`src/sv/kab_pkg.sv`:
```
`default_nettype none
package kab_pkg;

  typedef logic signed [71:0] wide_t;

  localparam int unsigned NumRegs = 3;
  localparam logic [30:0] QAngleReset = 31'd16777;
  localparam logic [30:0] QBiasReset  = 31'd50332;
  localparam logic [30:0] RNoiseReset = 31'd503316;

  typedef enum logic [1:0] {
    REG_Q_ANGLE = 2'd0,
    REG_Q_BIAS  = 2'd1,
    REG_R_NOISE = 2'd2,
    REG_NONE    = 2'd3
  } reg_idx_t;

  typedef enum logic [5:0] {
    S_IDLE = 6'b000001,
    S_MUL  = 6'b000010,
    S_ACC  = 6'b000100,
    S_DIV  = 6'b001000,
    S_OUT  = 6'b010000,
    S_WAIT = 6'b100000
  } state_t;

  typedef struct packed {
    logic               start;
    logic [31:0]        divisor;
    logic signed [31:0] num0;
    logic signed [31:0] num1;
  } div_req_t;

  typedef struct packed {
    logic               done;
    logic signed [31:0] quo0;
    logic signed [31:0] quo1;
  } div_rsp_t;

  function automatic logic signed [31:0] sat32(input wide_t x);
    logic signed [31:0] r;
    if (x > 72'sd2147483647) begin
      r = 32'sh7FFFFFFF;
    end else if (x < -72'sd2147483648) begin
      r = 32'sh80000000;
    end else begin
      r = x[31:0];
    end
    return r;
  endfunction

  function automatic wide_t rs16(input wide_t x);
    return (x + 72'sd32768) >>> 16;
  endfunction

  function automatic wide_t rs24(input wide_t x);
    return (x + 72'sd8388608) >>> 24;
  endfunction

endpackage
`default_nettype wire

```
`src/sv/kab_div.sv`:
```
`default_nettype none
module kab_div
  import kab_pkg::*;
(
  input  wire logic     clk,
  input  wire logic     rst,
  input  wire div_req_t req,
  output div_rsp_t      rsp
);

  logic        busy;
  logic [5:0]  cnt;
  logic [31:0] divisor;
  logic        neg0, neg1;
  logic [31:0] rem0, rem1;
  logic [55:0] n0, n1;
  logic [32:0] trial0, trial1;
  logic        ge0, ge1;
  logic [55:0] q0_next, q1_next;

  function automatic logic [31:0] magnitude(input logic signed [31:0] v);
    return v[31] ? (~v + 32'd1) : v;
  endfunction

  function automatic logic signed [31:0] signed_sat(input logic [55:0] q, input logic neg);
    logic signed [31:0] r;
    if (neg) begin
      r = (q > 56'd2147483648) ? 32'sh80000000 : 32'(~q + 56'd1);
    end else begin
      r = (q > 56'd2147483647) ? 32'sh7FFFFFFF : q[31:0];
    end
    return r;
  endfunction

  assign trial0 = {rem0, n0[55]};
  assign trial1 = {rem1, n1[55]};
  assign ge0 = trial0 >= {1'b0, divisor};
  assign ge1 = trial1 >= {1'b0, divisor};
  assign q0_next = {n0[54:0], ge0};
  assign q1_next = {n1[54:0], ge1};

  always_ff @(posedge clk) begin
    if (rst) begin
      busy <= 1'b0;
      cnt <= '0;
      rsp.done <= 1'b0;
    end else begin
      rsp.done <= busy && !req.start && (cnt == 6'd0);
      if (req.start) begin
        busy <= 1'b1;
        cnt <= 6'd55;
        divisor <= req.divisor;
        neg0 <= req.num0[31];
        neg1 <= req.num1[31];
        rem0 <= '0;
        rem1 <= '0;
        n0 <= {magnitude(req.num0), 24'd0};
        n1 <= {magnitude(req.num1), 24'd0};
      end else if (busy) begin
        cnt <= cnt - 6'd1;
        rem0 <= ge0 ? 32'(trial0 - {1'b0, divisor}) : trial0[31:0];
        rem1 <= ge1 ? 32'(trial1 - {1'b0, divisor}) : trial1[31:0];
        n0 <= q0_next;
        n1 <= q1_next;
        if (cnt == 6'd0) begin
          busy <= 1'b0;
          rsp.quo0 <= signed_sat(q0_next, neg0);
          rsp.quo1 <= signed_sat(q1_next, neg1);
        end
      end
    end
  end

endmodule
`default_nettype wire

```
`config.mk`:
```
export PLATFORM = sky130hd
export DESIGN_NAME = kab_div
export DESIGN_NICKNAME = d
export VERILOG_FILES = /design/src/sv/kab_pkg.sv /design/src/sv/kab_div.sv
export SDC_FILE = /design/constraint.sdc
export NUM_CORES = 1
export LEC_CHECK = 0
export ABC_AREA = 1
export BUFFER_PORTS_ARGS = -buffer_cell sky130_fd_sc_hd__buf_2
export CAP_MARGIN = 20
export CORE_ASPECT_RATIO = 0.75
export CORE_MARGIN = 8
export CORE_UTILIZATION = 40
export CTS_BUF_LIST = sky130_fd_sc_hd__clkbuf_2
export DETAILED_ROUTE_END_ITERATION = 6
export GPL_TIMING_DRIVEN = 0
export PLACE_DENSITY = 0.61
export SLEW_MARGIN = 20
export SYNTH_ARGS = -nofsm -noshare
export SYNTH_HDL_FRONTEND = slang
export SYNTH_SLANG_ARGS = --single-unit
```
`constraint.sdc`:
```
create_clock -name clk -period 28.5 [get_ports clk]
set_input_delay 4.275 -clock clk [delete_from_list [all_inputs] [get_ports clk]]
set_output_delay 4.275 -clock clk [all_outputs]
set_load 0.005 [all_outputs]
```
==> results.md, run 1 <==
* Status: complete, no violations
* Setup Fix Bufs, Post-CTS at 0
* Peak VDD IR at 0.0269 mV
* Yosys top cell area share at about 45%
* CP bufs+invs at 1
* Syn_area_per_cell at around 8.3 um2
* Final WS setup at 22.54 ns
* Slew headroom at between 30% and 40%
* CTS Buf Count at 76
* Nets at 2616
* WL per Instance at ~18 um
* Slew Limit Fails at 0
* Setup violators final at 0
* Hold-fix buffers, CTS at 0
* Leak at 8.53 nW
* Seq pwr share at between 40% and 50%
* Crit path max-delay family: flip-flops
* RSZ-0062 raised after global routing: false
* Post-route clock period utilization at 20.9%
* Hold Crit Class: register to register
* Final WL at 56700 um
* Drt pass-1 iters at 6
* Detail Route Antenna Nets at 0
* Pin count of the biggest net entering global routing at 31
* Required @ worst endpoint at 24.23 ns
* Switching share of power at 34.6%
* Maximum root-to-sink buffer count at 3
* Overall die height at 201 um
* Critical path cell sequence: buf_2
* DP Worst Slack at 21.64 ns
* CTS tree: built
* Tightest Pin Transition at 0.978 ns
* Initial antenna violation count at 5
* Fraction of registers with async set/reset at 0%
* Fin util at 46.4%
* PostCTS Resize Cnt at 0
* DRC violations left at 0
* Layout cells sized above 1 at 14.5%
* H-tree lvl count at 3
* DIE AREA at 52600 um2
* Final Hold Vio Count at 0
* Synth top area cells: edfxtp_1 (45%), nand2_1 (8.2%), o21ai_0 (6.9%), nor2_1 (5.8%), ha_1 (4.8%)
* RePlAce Congestion at roughly 0.96
* Ys Warns at 0
* Setup TNS at 0 ns
* Startpoint types: register
* Comb pwr share at 24.7%
* Setup Skew at 0.0843 ns
* Clock power frac at approximately 28%
* Post-DR vias/cell at 5.42
* Net Sw Power at 0.375 mW
* GRT Total Usage at 20.8%
* IO Port Bufs at ~160
* Slowest-stage cell, CP: edfxtp_1
* Crit Path Max Fanout at 1
* EDFF count, synth at 274
* CP endpoint kind: output pin
* Seq cells post-synth at 282
* Most used cells in the layout excluding fill and tap cells: nand2_1 (398), nor2_1 (279), edfxtp_1 (274)
* Synth Flop Type: edfxtp_1
* Initial Utilization at between 40% and 50%
* DRT iter0 DRCs at 1694
* Sequential cell area fraction in the yosys report at approximately 46%
* Critical path class: register to output pin
* Post-DP HPWL at 43900 um
* CP peak stage delay at 0.48 ns
* Overflow after GRT at 0
* Max cap viols at 0
* Power per cell area at 52.1 nW/um2
* Clk sinks at 282
* Synth area leader: edfxtp_1
* Io pins at ~160
* Global-route wire length before repair at a little under 90000 um
* Distinct cell type count after synthesis at 56
* Die Wd at ~260 um
* DR vias at 16700
* Most common cell after layout, fill and taps aside: nand2_1
* Placement Rows at 67
* Clock Latency Late Sink at 1.04 ns
* Worst-path clk slew at 0.11 ns
* Tmin final at 5.96 ns
* Root buffer cell: clkbuf_2
* Cell Area, Synth at 18200 um2
* # fillers at 4478
* Layout area overhead at 14.1%
* Placed inst area at ~20000 um2
* Mapped Cells at around 2200
* Number of global-route vias before repair at 15700
* Mapped Nets at 2365
* Fmax at 168 MHz
* Critical path arrival at ~1.7 ns
* Core Box Area at about 45000 um2
* Post-route cell area at 20800 um2
* Internal at 0.707 mW
* Total power at 1.08 mW
[final timing paths]
| kind | from | endpoint | slack (ns) | cells past startpoint |
|---|---|---|---|---|
| worst max-delay path | rsp[3] | rsp[3] | 22.54 | 1 |
| worst min-delay path | cnt[4] | cnt[4] | 0.53 | 2 |
| worst max register to register | divisor[1] | rsp[24] | 24.02 | 20 |
| worst min register to register | cnt[4] | cnt[4] | 0.53 | 2 |
[cells by family after synthesis]
logic type	synth area share [%]
XOR/XNOR	6.11
buffers and inverters	6.55
flip-flops	46.1
adder cells (fa/ha/maj)	5.03
AND/OR/NAND/NOR	21.9
AO/OA/AOI/OAI	14.3
[sequential cells by signal, summed over array words and instances, names as in the netlist]
register  cells
rem0         32
n1           56
rem1         32
n0           56
rsp          65
neg0          1
neg1          1
cnt           6
busy          1
divisor      32
[cells in the mapped netlist (11+ instances only)]
| library cell | n |
|---|---|
| xor2_1 | 72 |
| a21oi_1 | 144 |
| xnor2_1 | 55 |
| nand3_1 | 104 |
| edfxtp_1 | 274 |
| nand2_1 | 398 |
| o21ai_1 | 17 |
| inv_1 | 230 |
| nand4_1 | 25 |
| clkbuf_1 | 46 |
| a31oi_1 | 25 |
| nor2_1 | 282 |
| nor3_1 | 36 |
| nor2_2 | 11 |
| nor4_1 | 29 |
| o21ai_0 | 251 |
| ha_1 | 70 |
[worst register-to-register path, stage by stage (launching register included)]
cell and delay, ns:
edfxtp_1 0.51, inv_1 0.19, ha_1 0.35, nand2_1 0.11
nor2_1 0.06, nand3_1 0.07, nand3_1 0.17, nand2_1 0.12
nand2_2 0.10, nand2_2 0.15, nand2_4 0.11, inv_2 0.20
ha_1 0.25, nand3_1 0.17, nor2_1 0.31, and3_1 0.28
nand3_1 0.14, nand2_1 0.12, nand2_1 0.12, clkbuf_1 0.28
o21ai_0 0.42
[through the flow]
step | hold WS (ns) | cells
finish | 0.527 | 3086
detailed placement | 0.506 | 2953
CTS | 0.525 | 3081
global route | 0.557 | 3086
global placement | 0.482 | 2941
floorplan | 0.467 | 2194
[cell type report]
cell class | instances | area [um2] | share of cell area [%]
multi-input combinational | 1609 | 8640 | 41.6
sequential | 282 | 8390 | 40.4
timing repair buffer | 173 | 1100 | 5.29
inverter | 239 | 897 | 4.32
tap | 586 | 733 | 3.53
clock buffer | 112 | 561 | 2.70
buffer | 64 | 295 | 1.42
clock inverter | 16 | 135 | 0.651
antenna | 5 | 12.5 | 0.0603
[power by group through the flow]
stage / clock, mW / combinational (mW) / sequential [mW]
3_3_place_gp: 0 / 0.253 / 0.524
3_5_place_dp: 0 / 0.262 / 0.518
2_1_floorplan: 0 / 0.183 / 0.516
5_1_grt: 0.335 / 0.296 / 0.513
4_1_cts: 0.315 / 0.263 / 0.509
6_report: 0.305 / 0.267 / 0.509
[metal layers]
layer	vias to the layer above	part of all wire, %	track usage (%)
met5	-	0.039	0
met4	4	2.0	5.51
met3	90	8.3	4.58
met2	709	41	29.5
met1	7830	49	31.4
li1	8078	-	-
(Power assumes the default switching activity.)
==> run 2, diff against run 1 <==
clock period = 5.5 ns   (was 28.5 ns; I/O delays follow)
==> run 2 against run 1 <==
  * Critical path type is now register to register
  * Power grew to 5.1 times the previous value
  * Wire length grew 1.4%
  * Sequential power grew to 5.2 times the previous value
  * Largest cell class unchanged
  * Highest routed layer is now met4
  * Combinational power grew to 5.2 times the previous value
  * First-iteration DRC count shrank 9.4%
  * Setup slack lost 22 ns
  * Design area grew 1.3%
  * Count of clock-buffer cells in the layout shrank 15
  * Non-clock buffer count grew 34
==> results.md, run 2 (same netlist as run 1, synthesis figures left out) <==
* Status: complete, no violations
* Post-route clock period utilization at roughly 83%
* Critical path arrival at around 5.3 ns
* Setup TNS at 0 ns
* Tmin final at 4.54 ns
* Largest register FFs at 65
* Hold Crit Class: input pin to register
* CTS tree: built
* CP endpoint kind: register
* Final Hold Vio Count at 0
* RSZ-0062 raised after global routing: false
* Largest regs: rsp: 65 flops, n0: 56 flops, n1: 56 flops
* Drt pass-1 iters at 5
* Power per cell area at 262 nW/um2
* Most used cells in the layout excluding fill and tap cells: nand2_1 (398), nor2_1 (279), edfxtp_1 (274)
* DRC violations left at 0
* Clk sinks at 282
* Layout cells sized above 1 at between 10% and 20%
* Maximum root-to-sink buffer count at 3
* DIE AREA at about 53000 um2
* Io pins at ~160
* Crit Path Max Fanout at 10
* Critical path class: register to register
* Nets at 2647
* Reg with most FFs: rsp
* DP Worst Slack at 1.08 ns
* Met1 usage at 30.4%
* Overall die height at between 200 and 250 um
* Startpoint types: register
* Initial antenna violation count at 7
* Post-DR vias/cell at 5.39
* Setup Skew at 0.0634 ns
* Fmax at 220 MHz
* H-tree lvl count at 3
* RePlAce Congestion at 0.943
* DR vias at 16800
* DRT iter0 DRCs at between 1500 and 2000
* Post-DP HPWL at 44200 um
* Pin count of the biggest net entering global routing at 31
* Root buffer cell: clkbuf_2
* Number of global-route vias before repair at 16000
* Grt met3 use at 5.25%
* CTS Buf Count at 73
* Leak at 8.61 nW
* Most common cell after layout, fill and taps aside: nand2_1
* IO Port Bufs at about 160
* Global-route wire length before repair at roughly 89000 um
* Initial Utilization at between 40 and 50%
* WL per Instance at 18.4 um
* Fin util at 47.0%
* Setup violators final at 0
* Layout area overhead at 15.6%
* Final WS setup at a little under 1 ns
* Slew Limit Fails at 0
* Overflow after GRT at 0
* Tightest Pin Transition at 1.02 ns
* Final WL at 57500 um
* Layer with the highest usage: met2
* Detail Route Antenna Nets at 0
* Slew headroom at 32.2%
* Placement Rows at 67
* Worst-path clk slew at 0.11 ns
* Max cap viols at 0
* Clock Latency Late Sink at 1.04 ns
* Die Wd at 262 um
* Required @ worst endpoint at 6.25 ns
* Peak VDD IR at 0.134 mV
* GRT Total Usage at 21.1%
* Met2 GRT Util at 31.1%
* Core Box Area at around 45000 um2
## run 2: changes by cell type in the layout (fill, tap and decap cells not counted), moves of 2 or more
cell / before / now
dlygate4sd3_1: 0 / 34
clkbuf_2: 113 / 98
clkinv_1: 10 / 23
buf_16: 7 / 5
clkinv_2: 2 / 4
clkinv_4: 3 / 1
inv_2: 7 / 9
## run 2: layer usage
metal	vias up	share of wire, %
li1	8142	-
met1	7898	48
met2	690	42
met3	91	8.5
met4	0	2.1
met5	-	0
## run 2: layout make-up
type,count,area [um2]
multi-input cells,1609,8640
well taps,586,733
clock buffers,97,485
diodes,5,12.5
clock inverters,31,161
flip-flops and latches,282,8390
repair buffers,207,1420
inverters,239,897
fillers,4424,23700
plain buffers,64,295
## run 2: stage by stage
step | hold slack (ns) | power [mW] | std cells | instance area [um2]
final | 0.124 | 5.52 | 3120 | 21000
after global routing | 0.0196 | 5.84 | 3119 | 21000
after CTS | 0.00201 | 5.54 | 3115 | 21000
after detailed placement | 0.510 | 4.04 | 2953 | 20000
after global placement | 0.482 | 4.01 | 2941 | 19700
after floorplan | 0.467 | 3.61 | 2194 | 18200
## run 2: final timing paths
path	startpoint	endpoint	slack (ns)	cells past startpoint
worst max-delay path	divisor[14]	rsp[24]	0.96	18
worst min-delay path	req[0]	n1[24]	0.12	3
worst max register to register	divisor[14]	rsp[24]	0.96	18
worst min register to register	cnt[3]	cnt[3]	0.54	2
## run 2: timing repair
item,in CTS,in global routing
buffers inserted,0,0
hold buffers,34,0
hold endpoints to repair,34,0
gates resized for setup,0,0
## run 2: worst max-delay path: stages (launching register included)
cell and delay (ns):
edfxtp_1 0.37, inv_1 0.26, ha_1 0.35, a21oi_1 0.22, o21ai_0 0.19, a21oi_1 0.20
nand2_2 0.12, nand2_2 0.16, nand2_4 0.10, inv_2 0.19, ha_1 0.26, nand3_1 0.19
nor2_1 0.33, and3_1 0.28, nand3_1 0.13, nand2_1 0.11, nand2_1 0.12, clkbuf_1 0.28
o21ai_0 0.40
## run 2: report_power, final
| group | leakage (nW) | internal [mW] | total (mW) | switching (mW) |
|---|---|---|---|---|
| logic | 5.46 | 0.495 | 1.40 | 0.904 |
| clock network | 0.486 | 0.537 | 1.48 | 0.943 |
| registers | 2.67 | 2.54 | 2.64 | 0.0980 |
| total | 8.61 | 3.57 | 5.52 | 1.95 |
